==> src/design/dnlo_pkg.sv <==
// Package for the decimal number luma overlay: sizes, register indexes,
// sequencer states, the settings bundle and the 6x7 digit font. No dependencies.
`timescale 1ns / 1ps
package dnlo_pkg;

  localparam int DOT_SIZE    = 4;
  localparam int MAX_DIGITS  = 10;
  localparam int DIGIT_STORE = 10;
  localparam int GLYPH_W     = 6;
  localparam int GLYPH_H     = 7;
  localparam int PITCH       = (GLYPH_W + 1) * DOT_SIZE;

  localparam int VALUE_W  = 32;
  localparam int COORD_W  = 12;
  localparam int POS_W    = 13;
  localparam int LUMA_W   = 8;
  localparam int DIG_W    = 4;
  localparam int CNT_W    = 4;
  localparam int ROW_W    = 3;
  localparam int COL_W    = 3;
  localparam int OFF_W    = (DOT_SIZE > 1) ? $clog2(DOT_SIZE) : 1;
  localparam int WITHIN_W = $clog2(PITCH);
  localparam int BCD_W    = DIGIT_STORE * DIG_W;
  localparam int CONV_W   = $clog2(VALUE_W);
  localparam int KEY_W    = CNT_W + ROW_W + COL_W + 2 * OFF_W;
  localparam int CFG_IDX_W = 3;

  localparam logic [LUMA_W-1:0] INV_THRESH = LUMA_W'(96);
  localparam logic [LUMA_W-1:0] LUMA_MAX   = LUMA_W'(8'hFF);
  localparam logic [LUMA_W-1:0] LUMA_MIN   = '0;

  localparam logic [CFG_IDX_W-1:0] REG_STAMP_VALUE  = CFG_IDX_W'(0);
  localparam logic [CFG_IDX_W-1:0] REG_ORIGIN_X     = CFG_IDX_W'(1);
  localparam logic [CFG_IDX_W-1:0] REG_ORIGIN_Y     = CFG_IDX_W'(2);
  localparam logic [CFG_IDX_W-1:0] REG_FRAME_WIDTH  = CFG_IDX_W'(3);
  localparam logic [CFG_IDX_W-1:0] REG_FRAME_HEIGHT = CFG_IDX_W'(4);
  localparam logic [CFG_IDX_W-1:0] REG_COUNT        = CFG_IDX_W'(5);

  typedef enum logic [2:0] {
    SEQ_IDLE,
    SEQ_LOAD,
    SEQ_CONV,
    SEQ_ALIGN,
    SEQ_SCAN
  } seq_state_t;

  typedef struct packed {
    logic [COORD_W-1:0]                  origin_x;
    logic [COORD_W-1:0]                  origin_y;
    logic [DIGIT_STORE-1:0][DIG_W-1:0]   digits;
    logic [CNT_W-1:0]                    digit_count;
    logic                                abort_valid;
    logic [KEY_W-1:0]                    abort_key;
  } overlay_cfg_t;

  // row masks, bit 5 is the leftmost dot column
  localparam logic [GLYPH_W-1:0] GLYPH_ROM [10][GLYPH_H] = '{
    '{6'h0C, 6'h12, 6'h21, 6'h21, 6'h21, 6'h12, 6'h0C},
    '{6'h04, 6'h04, 6'h04, 6'h04, 6'h04, 6'h04, 6'h04},
    '{6'h3E, 6'h01, 6'h01, 6'h1E, 6'h20, 6'h20, 6'h1F},
    '{6'h3E, 6'h01, 6'h01, 6'h1F, 6'h01, 6'h01, 6'h3E},
    '{6'h11, 6'h11, 6'h11, 6'h1F, 6'h01, 6'h01, 6'h01},
    '{6'h1F, 6'h20, 6'h20, 6'h1E, 6'h01, 6'h01, 6'h3E},
    '{6'h1F, 6'h20, 6'h20, 6'h3E, 6'h21, 6'h21, 6'h1E},
    '{6'h3F, 6'h01, 6'h01, 6'h02, 6'h04, 6'h08, 6'h10},
    '{6'h1F, 6'h21, 6'h21, 6'h1E, 6'h21, 6'h21, 6'h1E},
    '{6'h1F, 6'h21, 6'h21, 6'h1F, 6'h01, 6'h01, 6'h1E}
  };

  function automatic logic [GLYPH_W-1:0] glyph_row(input logic [DIG_W-1:0] digit,
                                                   input logic [ROW_W-1:0] row);
    logic [GLYPH_W-1:0] bits;
    bits = '0;
    if (digit < DIG_W'(10) && row < ROW_W'(GLYPH_H)) begin
      bits = GLYPH_ROM[digit][row];
    end
    return bits;
  endfunction

endpackage

==> src/design/dnlo_if.sv <==
// Channel interfaces of the decimal number luma overlay: pixel in, result out,
// register writes. Depends on dnlo_pkg.
`timescale 1ns / 1ps
interface dnlo_pixel_if import dnlo_pkg::*; ();
  logic               valid;
  logic               ready;
  logic [COORD_W-1:0] pixel_x;
  logic [COORD_W-1:0] pixel_y;
  logic [LUMA_W-1:0]  luma_in;
  modport source (output valid, pixel_x, pixel_y, luma_in, input ready);
  modport sink   (input valid, pixel_x, pixel_y, luma_in, output ready);
endinterface

interface dnlo_result_if import dnlo_pkg::*; ();
  logic              valid;
  logic              ready;
  logic [LUMA_W-1:0] luma_out;
  logic              stamped;
  logic              stamp_aborted;
  modport source (output valid, luma_out, stamped, stamp_aborted, input ready);
  modport sink   (input valid, luma_out, stamped, stamp_aborted, output ready);
endinterface

interface dnlo_cfg_if import dnlo_pkg::*; ();
  logic                 valid;
  logic                 ready;
  logic [CFG_IDX_W-1:0] index;
  logic [VALUE_W-1:0]   data;
  modport source (output valid, index, data, input ready);
  modport sink   (input valid, index, data, output ready);
endinterface

==> src/design/dnlo_ctrl.sv <==
// Register file and settings sequencer: binary to decimal, digit alignment and
// the dot-by-dot bound scan. Depends on dnlo_pkg and dnlo_cfg_if.
`timescale 1ns / 1ps
module dnlo_ctrl import dnlo_pkg::*; (
  input  logic         clk,
  input  logic         rst,
  dnlo_cfg_if.sink     cfg,
  output overlay_cfg_t settings,
  output logic         busy
);

  seq_state_t state, state_next;

  logic [VALUE_W-1:0] stamp_value;
  logic [COORD_W-1:0] origin_x, origin_y, frame_width, frame_height;

  logic [VALUE_W-1:0] bin;
  logic [BCD_W-1:0]   bcd, bcd_adj, bcd_shift, scan_bcd;
  logic [CONV_W-1:0]  conv_cnt;
  logic [CNT_W-1:0]   n;
  logic [CNT_W-1:0]   sd;
  logic [ROW_W-1:0]   sr;
  logic [COL_W-1:0]   sc;

  logic [DIGIT_STORE-1:0][DIG_W-1:0] digits;
  logic [CNT_W-1:0] digit_count;
  logic             abort_valid;
  logic [KEY_W-1:0] abort_key;

  logic               cfg_wr, shifting, conv_done, lit, bad, last_dot;
  logic [DIG_W-1:0]   scan_digit;
  logic [GLYPH_W-1:0] row_bits;
  logic [POS_W-1:0]   px0, py0, fw, fh;
  logic [OFF_W-1:0]   off_x, off_y;

  assign cfg.ready = 1'b1;
  assign cfg_wr    = cfg.valid && cfg.ready && (cfg.index < REG_COUNT);

  always_comb begin
    for (int i = 0; i < DIGIT_STORE; i++) begin
      bcd_adj[i*DIG_W +: DIG_W] = (bcd[i*DIG_W +: DIG_W] >= DIG_W'(5)) ?
                                  bcd[i*DIG_W +: DIG_W] + DIG_W'(3) : bcd[i*DIG_W +: DIG_W];
    end
    bcd_shift = {bcd_adj[BCD_W-2:0], bin[VALUE_W-1]};
  end

  assign conv_done = (conv_cnt == CONV_W'(VALUE_W - 1));
  assign shifting  = (bcd[BCD_W-1 -: DIG_W] == '0) && (n > CNT_W'(1));

  assign scan_digit = scan_bcd[BCD_W-1 -: DIG_W];
  assign row_bits   = glyph_row(scan_digit, sr);
  assign lit        = row_bits[COL_W'(GLYPH_W - 1) - sc];

  assign px0 = POS_W'(origin_x) + POS_W'(sd * PITCH) + POS_W'(sc * DOT_SIZE);
  assign py0 = POS_W'(origin_y) + POS_W'(sr * DOT_SIZE);
  assign fw  = POS_W'(frame_width);
  assign fh  = POS_W'(frame_height);

  // first failing pixel inside a lit dot: x offset outer, y offset inner
  always_comb begin
    bad   = 1'b0;
    off_x = '0;
    off_y = '0;
    if (px0 > fw || py0 > fh) begin
      bad = 1'b1;
    end else if (py0 + POS_W'(DOT_SIZE - 1) > fh) begin
      bad   = 1'b1;
      off_y = OFF_W'(fh - py0 + POS_W'(1));
    end else if (px0 + POS_W'(DOT_SIZE - 1) > fw) begin
      bad   = 1'b1;
      off_x = OFF_W'(fw - px0 + POS_W'(1));
    end
    bad = bad && lit;
  end

  assign last_dot = (sd == digit_count - CNT_W'(1)) && (sr == ROW_W'(GLYPH_H - 1)) &&
                    (sc == COL_W'(GLYPH_W - 1));

  always_ff @(posedge clk) begin
    if (rst) begin
      state <= SEQ_LOAD;
    end else begin
      state <= state_next;
    end
  end

  always_comb begin
    state_next = state;
    case (state)
      SEQ_IDLE:  state_next = SEQ_IDLE;
      SEQ_LOAD:  state_next = SEQ_CONV;
      SEQ_CONV:  if (conv_done) state_next = SEQ_ALIGN;
      SEQ_ALIGN: if (!shifting) state_next = SEQ_SCAN;
      SEQ_SCAN:  if (bad || last_dot) state_next = SEQ_IDLE;
      default:   state_next = SEQ_IDLE;
    endcase
    if (cfg_wr) begin
      state_next = SEQ_LOAD;
    end
  end

  assign busy = (state != SEQ_IDLE);

  always_ff @(posedge clk) begin
    if (rst) begin
      stamp_value  <= '0;
      origin_x     <= '0;
      origin_y     <= '0;
      frame_width  <= '0;
      frame_height <= '0;
      abort_valid  <= 1'b0;
    end else if (cfg_wr) begin
      case (cfg.index)
        REG_STAMP_VALUE:  stamp_value  <= cfg.data;
        REG_ORIGIN_X:     origin_x     <= cfg.data[COORD_W-1:0];
        REG_ORIGIN_Y:     origin_y     <= cfg.data[COORD_W-1:0];
        REG_FRAME_WIDTH:  frame_width  <= cfg.data[COORD_W-1:0];
        REG_FRAME_HEIGHT: frame_height <= cfg.data[COORD_W-1:0];
        default: ;
      endcase
    end else begin
      case (state)
        SEQ_LOAD: begin
          abort_valid <= 1'b0;
        end
        SEQ_SCAN: begin
          if (bad) begin
            abort_valid <= 1'b1;
          end
        end
        default: ;
      endcase
    end
  end

  always_ff @(posedge clk) begin
    case (state)
      SEQ_LOAD: begin
        bin      <= stamp_value;
        bcd      <= '0;
        conv_cnt <= '0;
      end
      SEQ_CONV: begin
        bcd      <= bcd_shift;
        bin      <= bin << 1;
        conv_cnt <= conv_cnt + CONV_W'(1);
        n        <= CNT_W'(DIGIT_STORE);
      end
      SEQ_ALIGN: begin
        if (shifting) begin
          bcd <= bcd << DIG_W;
          n   <= n - CNT_W'(1);
        end else begin
          for (int i = 0; i < DIGIT_STORE; i++) begin
            digits[i] <= bcd[(DIGIT_STORE - 1 - i) * DIG_W +: DIG_W];
          end
          scan_bcd    <= bcd;
          digit_count <= (n > CNT_W'(MAX_DIGITS)) ? CNT_W'(MAX_DIGITS) : n;
          sd <= '0;
          sr <= '0;
          sc <= '0;
        end
      end
      SEQ_SCAN: begin
        if (bad) begin
          abort_key <= {sd, sr, sc, off_x, off_y};
        end else if (sc == COL_W'(GLYPH_W - 1)) begin
          sc <= '0;
          if (sr == ROW_W'(GLYPH_H - 1)) begin
            sr       <= '0;
            sd       <= sd + CNT_W'(1);
            scan_bcd <= scan_bcd << DIG_W;
          end else begin
            sr <= sr + ROW_W'(1);
          end
        end else begin
          sc <= sc + COL_W'(1);
        end
      end
      default: ;
    endcase
  end

  assign settings.origin_x    = origin_x;
  assign settings.origin_y    = origin_y;
  assign settings.digits      = digits;
  assign settings.digit_count = digit_count;
  assign settings.abort_valid = abort_valid;
  assign settings.abort_key   = abort_key;

endmodule

==> src/design/dnlo_pipe.sv <==
// Four-stage pixel pipeline: offset, digit and row split, column split with
// digit fetch, font lookup and inversion. Depends on dnlo_pkg and the channel interfaces.
`timescale 1ns / 1ps
module dnlo_pipe import dnlo_pkg::*; (
  input  logic          clk,
  input  logic          rst,
  input  overlay_cfg_t  settings,
  input  logic          busy,
  dnlo_pixel_if.sink    pixel,
  dnlo_result_if.source result
);

  logic advance;
  logic v1, v2, v3, out_valid;

  logic [COORD_W-1:0]  dx1, dy1;
  logic                in1, in2, in3;
  logic [LUMA_W-1:0]   luma1, luma2, luma3;

  logic [CNT_W-1:0]    d_n, d2, d3;
  logic [WITHIN_W-1:0] within_n, within2;
  logic [ROW_W-1:0]    r_n, r2, r3;
  logic [OFF_W-1:0]    yy_n, yy2, yy3;

  logic [COL_W-1:0]    c_n, c3;
  logic [OFF_W-1:0]    xx_n, xx3;
  logic [CNT_W-1:0]    dsel;
  logic [DIG_W-1:0]    digit3;

  logic [GLYPH_W-1:0]  row_bits;
  logic [KEY_W-1:0]    key;
  logic                col_ok, hit;

  logic [LUMA_W-1:0]   luma_out;
  logic                stamped, stamp_aborted;

  assign advance     = !out_valid || result.ready;
  assign pixel.ready = advance && !busy;

  always_ff @(posedge clk) begin
    if (rst) begin
      v1        <= 1'b0;
      v2        <= 1'b0;
      v3        <= 1'b0;
      out_valid <= 1'b0;
    end else if (advance) begin
      v1        <= pixel.valid && !busy;
      v2        <= v1;
      v3        <= v2;
      out_valid <= v3;
    end
  end

  // offset from origin
  always_ff @(posedge clk) begin
    if (advance) begin
      in1   <= (pixel.pixel_x >= settings.origin_x) && (pixel.pixel_y >= settings.origin_y);
      dx1   <= pixel.pixel_x - settings.origin_x;
      dy1   <= pixel.pixel_y - settings.origin_y;
      luma1 <= pixel.luma_in;
    end
  end

  // digit index and dot row
  always_comb begin
    d_n      = '0;
    within_n = WITHIN_W'(dx1);
    for (int k = 1; k <= MAX_DIGITS; k++) begin
      if (POS_W'(dx1) >= POS_W'(k * PITCH)) begin
        d_n      = CNT_W'(k);
        within_n = WITHIN_W'(dx1 - COORD_W'(k * PITCH));
      end
    end
    r_n  = '0;
    yy_n = OFF_W'(dy1);
    for (int k = 1; k <= GLYPH_H; k++) begin
      if (POS_W'(dy1) >= POS_W'(k * DOT_SIZE)) begin
        r_n  = ROW_W'(k);
        yy_n = OFF_W'(dy1 - COORD_W'(k * DOT_SIZE));
      end
    end
  end

  always_ff @(posedge clk) begin
    if (advance) begin
      in2     <= in1;
      luma2   <= luma1;
      d2      <= d_n;
      within2 <= within_n;
      r2      <= r_n;
      yy2     <= yy_n;
    end
  end

  // dot column and digit fetch
  always_comb begin
    c_n  = '0;
    xx_n = OFF_W'(within2);
    for (int k = 1; k <= GLYPH_W; k++) begin
      if (WITHIN_W'(within2) >= WITHIN_W'(k * DOT_SIZE)) begin
        c_n  = COL_W'(k);
        xx_n = OFF_W'(within2 - WITHIN_W'(k * DOT_SIZE));
      end
    end
    dsel = (d2 < CNT_W'(DIGIT_STORE)) ? d2 : '0;
  end

  always_ff @(posedge clk) begin
    if (advance) begin
      in3    <= in2;
      luma3  <= luma2;
      d3     <= d2;
      r3     <= r2;
      yy3    <= yy2;
      c3     <= c_n;
      xx3    <= xx_n;
      digit3 <= settings.digits[dsel];
    end
  end

  // font lookup and inversion
  always_comb begin
    row_bits = glyph_row(digit3, r3);
    col_ok   = (c3 < COL_W'(GLYPH_W));
    key      = {d3, r3, c3, xx3, yy3};
    hit      = in3 && (d3 < settings.digit_count) && col_ok &&
               row_bits[COL_W'(GLYPH_W - 1) - (col_ok ? c3 : '0)] &&
               (!settings.abort_valid || (key < settings.abort_key));
  end

  always_ff @(posedge clk) begin
    if (advance) begin
      stamped       <= hit;
      stamp_aborted <= settings.abort_valid;
      if (hit) begin
        luma_out <= (luma3 > INV_THRESH) ? LUMA_MIN : LUMA_MAX;
      end else begin
        luma_out <= luma3;
      end
    end
  end

  assign result.valid         = out_valid;
  assign result.luma_out      = luma_out;
  assign result.stamped       = stamped;
  assign result.stamp_aborted = stamp_aborted;

endmodule

==> src/design/decimal_number_luma_overlay.sv <==
// Top level of the decimal number luma overlay: settings sequencer and pixel
// pipeline. Depends on dnlo_pkg, dnlo_if, dnlo_ctrl and dnlo_pipe.
//
// Takes one pixel word per clock unless stalled or held off, and gives one
// result word per pixel, in order; a stalled result holds the pipeline in
// place. After reset and after every write to registers 0 to 4 the pixel
// input is held off while the settings are rebuilt: a load step, binary to
// decimal conversion and leading-zero removal, then a dot-by-dot bound scan
// of the font (42 dots per digit), which ends at the first lit dot that
// falls out of bounds. Register writes are always taken.
`timescale 1ns / 1ps
module decimal_number_luma_overlay import dnlo_pkg::*; (
  input  logic          clk,
  input  logic          rst,
  dnlo_pixel_if.sink    pixel,
  dnlo_result_if.source result,
  dnlo_cfg_if.sink      cfg
);

  overlay_cfg_t settings;
  logic         busy;

  dnlo_ctrl u_ctrl (
    .clk      (clk),
    .rst      (rst),
    .cfg      (cfg),
    .settings (settings),
    .busy     (busy)
  );

  dnlo_pipe u_pipe (
    .clk      (clk),
    .rst      (rst),
    .settings (settings),
    .busy     (busy),
    .pixel    (pixel),
    .result   (result)
  );

endmodule

==> src/flat_wrapper.sv <==
// flat-port wrapper written by rule: the top's interface ports become plain ports
module decimal_number_luma_overlay_flat import dnlo_pkg::*;
  (clk, rst, pixel_valid, pixel_pixel_x, pixel_pixel_y, pixel_luma_in, pixel_ready, result_valid, result_luma_out, result_stamped, result_stamp_aborted, result_ready, cfg_valid, cfg_index, cfg_data, cfg_ready);
  dnlo_pixel_if pixel_i ();
  dnlo_result_if result_i ();
  dnlo_cfg_if cfg_i ();
  input  logic clk;
  input  logic rst;
  input wire logic [$bits(pixel_i.valid)-1:0] pixel_valid;
  input wire logic [$bits(pixel_i.pixel_x)-1:0] pixel_pixel_x;
  input wire logic [$bits(pixel_i.pixel_y)-1:0] pixel_pixel_y;
  input wire logic [$bits(pixel_i.luma_in)-1:0] pixel_luma_in;
  output wire logic [$bits(pixel_i.ready)-1:0] pixel_ready;
  output wire logic [$bits(result_i.valid)-1:0] result_valid;
  output wire logic [$bits(result_i.luma_out)-1:0] result_luma_out;
  output wire logic [$bits(result_i.stamped)-1:0] result_stamped;
  output wire logic [$bits(result_i.stamp_aborted)-1:0] result_stamp_aborted;
  input wire logic [$bits(result_i.ready)-1:0] result_ready;
  input wire logic [$bits(cfg_i.valid)-1:0] cfg_valid;
  input wire logic [$bits(cfg_i.index)-1:0] cfg_index;
  input wire logic [$bits(cfg_i.data)-1:0] cfg_data;
  output wire logic [$bits(cfg_i.ready)-1:0] cfg_ready;
  assign pixel_i.valid = pixel_valid;
  assign pixel_i.pixel_x = pixel_pixel_x;
  assign pixel_i.pixel_y = pixel_pixel_y;
  assign pixel_i.luma_in = pixel_luma_in;
  assign pixel_ready = pixel_i.ready;
  assign result_valid = result_i.valid;
  assign result_luma_out = result_i.luma_out;
  assign result_stamped = result_i.stamped;
  assign result_stamp_aborted = result_i.stamp_aborted;
  assign result_i.ready = result_ready;
  assign cfg_i.valid = cfg_valid;
  assign cfg_i.index = cfg_index;
  assign cfg_i.data = cfg_data;
  assign cfg_ready = cfg_i.ready;
  decimal_number_luma_overlay u_core (.clk(clk), .rst(rst), .pixel(pixel_i), .result(result_i), .cfg(cfg_i));
endmodule
==> config.mk <==
export PLATFORM = sky130hd
export DESIGN_NAME = decimal_number_luma_overlay_flat
export DESIGN_NICKNAME = d
export VERILOG_FILES = /design/src/design/dnlo_pkg.sv /design/src/design/dnlo_if.sv /design/src/design/dnlo_ctrl.sv /design/src/design/dnlo_pipe.sv /design/src/design/decimal_number_luma_overlay.sv /design/src/flat_wrapper.sv
export SDC_FILE = /design/constraint.sdc
export NUM_CORES = 1
export LEC_CHECK = 0
export BUFFER_PORTS_ARGS = -buffer_cell sky130_fd_sc_hd__buf_4
export CORE_UTILIZATION = 55
export DETAILED_ROUTE_END_ITERATION = 16
export PLACE_DENSITY = 0.69
export SETUP_SLACK_MARGIN = 0.5
export SLEW_MARGIN = 20
export SYNTH_ARGS = -nofsm -noshare
export SYNTH_HDL_FRONTEND = slang
export SYNTH_SLANG_ARGS = --single-unit
export TNS_END_PERCENT = 100
==> constraint.sdc <==
create_clock -name clk -period 11.53 [get_ports clk]
set_clock_uncertainty 0.05 [all_clocks]
set_input_delay 0 -clock clk [delete_from_list [all_inputs] [get_ports clk]]
set_output_delay 0 -clock clk [all_outputs]
set_load 0.02 [all_outputs]
==> impl_metrics.csv <==
group,metric,value,unit
run_status,status,"complete, no violations",
timing,maxSlewViolCount,0,
hold_path,hold_end,"u_core.u_pipe.dx1[8]$_DFFE_PP_",
hold_path,holdCritStartpoint,"pixel_pixel_x[6]",
place,finalWeightedCongestion,0.8524,
setup_path,r2r-end,"u_core.u_ctrl.scan_bcd[10]$_DFFE_PP_",
grt,grt_pass1_vias,15945,
die,rows,70,
cells_and_area,drive_gt1_share,8.443,%
drt,drtIter0Drc,1015,
die,die_area,38700,µm²
die,io_pins,85,
clocking,cts_inserted_buffers,41,
cells_and_area,fillers,2945,
die,core,36960,µm²
drt,wirelength,49870,µm
synth,syn_avg_cell_area,9.742,µm²
clocking,clk_latency,580,ps
clocking,cts_tree,"done",
cells_and_area,fin_nets,2557,
place,hpwl,33310,µm
synth,synth_edf_count,282,
synth,seq_area_frac_synth,49.05,%
die,die_h,196.7,µm
die,die_x,196.7,µm
cells_and_area,seqCellArea,10230,µm²
grt,grt_max_degree,93,
hold_path,holdPathStages,5,
drt,dr_total_vias,16170,
drt,drtPass1Iterations,5,
timing,clock.fmax,140.9,MHz
timing,max_slew_margin,29.69,%
timing,rsz0062_at_grt,"false",
setup_path,required,11680,ps
timing,finalSetupViolations,0,
cells_and_area,area_growth,17.40,%
cells_and_area,multi_input_area,9804,µm²
synth,ys_types,76,
pwr,power_density,156.6,nW/µm²
clocking,htree_levels,2,
grt,grt_pass1_wl,80920,µm
synth,synth-main-ff-cell,"edfxtp_1",
run,maxCapViolCount,0,
pwr,ir_worst_vdd,0.1168,mV
grt,track_usage,26.21,%
setup_path,startpoint,"u_core.u_ctrl.sd[1]$_SDFFCE_PN0P_",
synth,syn_nets,2385,
synth,async_reset_ff_share,0,%
setup_path,critPathMaxStageDelay,560,ps
timing,period_share,61.56,%
setup_path,crit_path_cell_trace,"fa_1 -> ha_1 -> fa_1 -> nor2b_1 -> o21ai_0 -> nand2b_1 -> ha_1 -> ha_1 -> and3_1 -> a221oi_1 -> xnor2_1 -> nand4_1 -> nor2_1 -> xor2_1 -> ha_1 -> a21o_1 -> a21o_1 -> mux2_2 -> o21a_1 -> nor3_1 -> nand4_1 -> a21oi_4 -> buf_4",
setup_path,crit_type,"flip-flop to flip-flop",
place,placed_area,21910,µm²
drt,drc,0,
clocking,clkTransAtPathRegs,60,ps
timing,setup_tns,0,ps
clocking,ctsResizeCount,0,
setup_path,start_kind,"flip-flop",
grt,antenna_found_initial,0,
clocking,numClockSinks,370,
setup_path,worstRegToRegCells,23,
synth,yosysWarnings,0,
cells_and_area,final_core_utilization,66.25,%
timing,worstMarginPinSlew,1052,ps
drt,ant_nets,0,
setup_path,worstPathMaxFanout,44,
clocking,clockBufferDepth,3,
setup_path,cpMaxStageDelayCell,"edfxtp_1",
hold_path,hold_path_class,"primary input to flip-flop",
timing,finalCriticalPeriod,7098,ps
pwr,p_leak,9.505,nW
drt,viasPerCell,5.676,
place,port_buffers,83,
drt,wire_per_inst,17.50,µm
setup_path,crit_top_cell,"ha_1",
grt,grt_overflow,0,
setup_path,crit_path_end_kind,"flip-flop",
setup_path,reg2reg_from,"u_core.u_ctrl.sd[1]$_SDFFCE_PN0P_",
setup_path,rrSetupSlack,4430,ps
timing,hold_violations,0,
clocking,root_buffer,"clkbuf_16",
cells_and_area,antenna_cells,0,
die,start_util,56.43,%
cells_and_area,final_cell_area,24490,µm²
synth,synth_seq_cells,370,
synth,synthesis.instances,2141,
synth,synth_area,20860,µm²
setup_path,arrival,7250,ps
==> how the worst max path moves through the flow <==
stage	endpoint	slack, ps
4_1_cts	u_core.u_ctrl.scan_bcd[15]$_DFFE_PP_	4460
2_1_floorplan	u_core.u_ctrl.scan_bcd[0]$_SDFFCE_PP0P_	3620
3_5_place_dp	u_core.u_ctrl.scan_bcd[20]$_DFFE_PP_	4450
5_1_grt	u_core.u_ctrl.scan_bcd[15]$_DFFE_PP_	3930
6_report	u_core.u_ctrl.scan_bcd[10]$_DFFE_PP_	4430
3_3_place_gp	u_core.u_ctrl.scan_bcd[20]$_DFFE_PP_	4650
==> through the flow <==
| step | setup slack [ps] | hold WS (ps) | total power, mW | instances |
|---|---|---|---|---|
| 2_1_floorplan | 3624 | 48.87 | 2.253 | 2141 |
| 3_3_place_gp | 4653 | 129.0 | 2.445 | 2657 |
| 3_5_place_dp | 4455 | 129.5 | 2.467 | 2657 |
| 4_1_cts | 4463 | 77.56 | 3.855 | 2849 |
| 5_1_grt | 3929 | 95.05 | 4.023 | 2849 |
| 6_report | 4432 | 109.1 | 3.835 | 2849 |
==> kinds of logic after synthesis <==
kind of cell | count (synthesis) | share of synthesized area (%)
buffers and inverters | 222 | 4.169
other | 1 | 0.01798
adder cells (fa/ha/maj) | 172 | 10.71
flip-flops | 370 | 49.05
AND/OR/NAND/NOR | 786 | 17.03
XOR/XNOR | 84 | 3.563
AO/OA/AOI/OAI | 473 | 13.71
multiplexers | 33 | 1.746
==> state kept, by name, indices dropped and copies added (netlist names), 5 cells and up <==
name / flops
u_core.u_ctrl.abort_key: 14
u_core.u_ctrl.frame_height: 12
u_core.u_pipe.within2: 5
u_core.u_ctrl.stamp_value: 32
u_core.u_pipe.luma1: 8
u_core.u_pipe.luma2: 8
u_core.u_ctrl.origin_y: 12
u_core.u_ctrl.frame_width: 12
u_core.u_pipe.result.luma_out: 8
u_core.u_pipe.dx1: 12
u_core.u_ctrl.origin_x: 12
u_core.u_ctrl.conv_cnt: 5
u_core.u_ctrl.settings: 40
u_core.u_pipe.luma3: 8
u_core.u_ctrl.bin: 32
u_core.u_ctrl.scan_bcd: 40
u_core.u_pipe.dy1: 12
u_core.u_ctrl.bcd: 40
==> layer usage <==
| layer | vias up | GRT usage [%] | share of wire (%) |
|---|---|---|---|
| li1 | 7894 | - | - |
| met1 | 7808 | 34.55 | 44 |
| met2 | 378 | 44.52 | 49 |
| met3 | 90 | 3.867 | 4.4 |
| met4 | 0 | 8.297 | 2.6 |
| met5 | - | 0 | 0 |
==> power by group <==
group | internal [mW] | switching (mW) | total (mW) | leakage (nW)
sequential | 1.61 | 0.130 | 1.74 | 3.54
clock | 0.817 | 0.540 | 1.36 | 0.681
combinational | 0.313 | 0.425 | 0.739 | 5.28
==> placed cells by master (no fill, tap or decap), types with 17 or more instances in the layout <==
master / instances
nand2_1: 449
edfxtp_1: 282
a21oi_1: 181
ha_1: 161
inv_1: 134
o21ai_0: 121
dlygate4sd3_1: 117
nor2_1: 104
buf_4: 97
dfxtp_1: 88
xnor2_1: 59
clkbuf_16: 42
nor2b_1: 33
nand3_1: 32
nand2b_1: 30
xor2_1: 24
nor3_1: 23
nor3b_1: 23
a21o_1: 19
a211oi_1: 17
nand4_1: 17
mux2_2: 17
==> synthesized netlist by cell type, types with 10 or more instances <==
master / instances / share of area, %
and3_1: 11 / 0.33
nor3b_1: 24 / 0.86
nor2b_1: 33 / 0.99
and2_1: 14 / 0.42
nand3_1: 32 / 0.77
xnor2_1: 59 / 2.5
a21oi_1: 182 / 4.4
clkbuf_1: 72 / 1.3
a21o_1: 19 / 0.68
a211oi_1: 17 / 0.61
inv_1: 135 / 2.4
a31oi_1: 11 / 0.33
dfxtp_1: 88 / 8.4
mux2i_1: 15 / 0.72
nand2_1: 450 / 8.1
nand4_1: 17 / 0.51
mux2_2: 17 / 0.92
a22oi_1: 10 / 0.36
nor2_1: 106 / 1.9
edfxtp_1: 282 / 41
ha_1: 161 / 9.7
o21a_1: 11 / 0.40
fa_1: 11 / 1.1
nand2b_1: 30 / 0.90
o211ai_1: 13 / 0.47
o21ai_0: 121 / 2.9
xor2_1: 24 / 1.0
o31ai_1: 12 / 0.43
nor3_1: 25 / 0.60
==> layout make-up <==
class | instances | share of cell area (%)
Sequential cell | 370 | 41.78
Multi-Input combinational cell | 1549 | 40.04
Timing Repair Buffer | 215 | 7.802
Clock buffer | 56 | 4.711
Tap cell | 504 | 2.575
Inverter | 136 | 2.095
Clock inverter | 19 | 1.001
==> critical path: cells and delay by family (launching register included) <==
family / cells / cell delay, ps
fa+ha+maj: 6 / 2010
simple gates: 7 / 1600
compound gates: 6 / 1250
flops: 1 / 560
buf+inv: 1 / 480
xor+xnor: 2 / 470
mux: 1 / 260
==> repair_timing <==
action / CTS / global route
setup endpoints to repair: 0 / 0
hold buffers: 117 / 0
endpoints found under the hold margin: 120 / 0
buffers inserted: 0 / 0
Note: power is estimated with default switching activity, not from simulation.
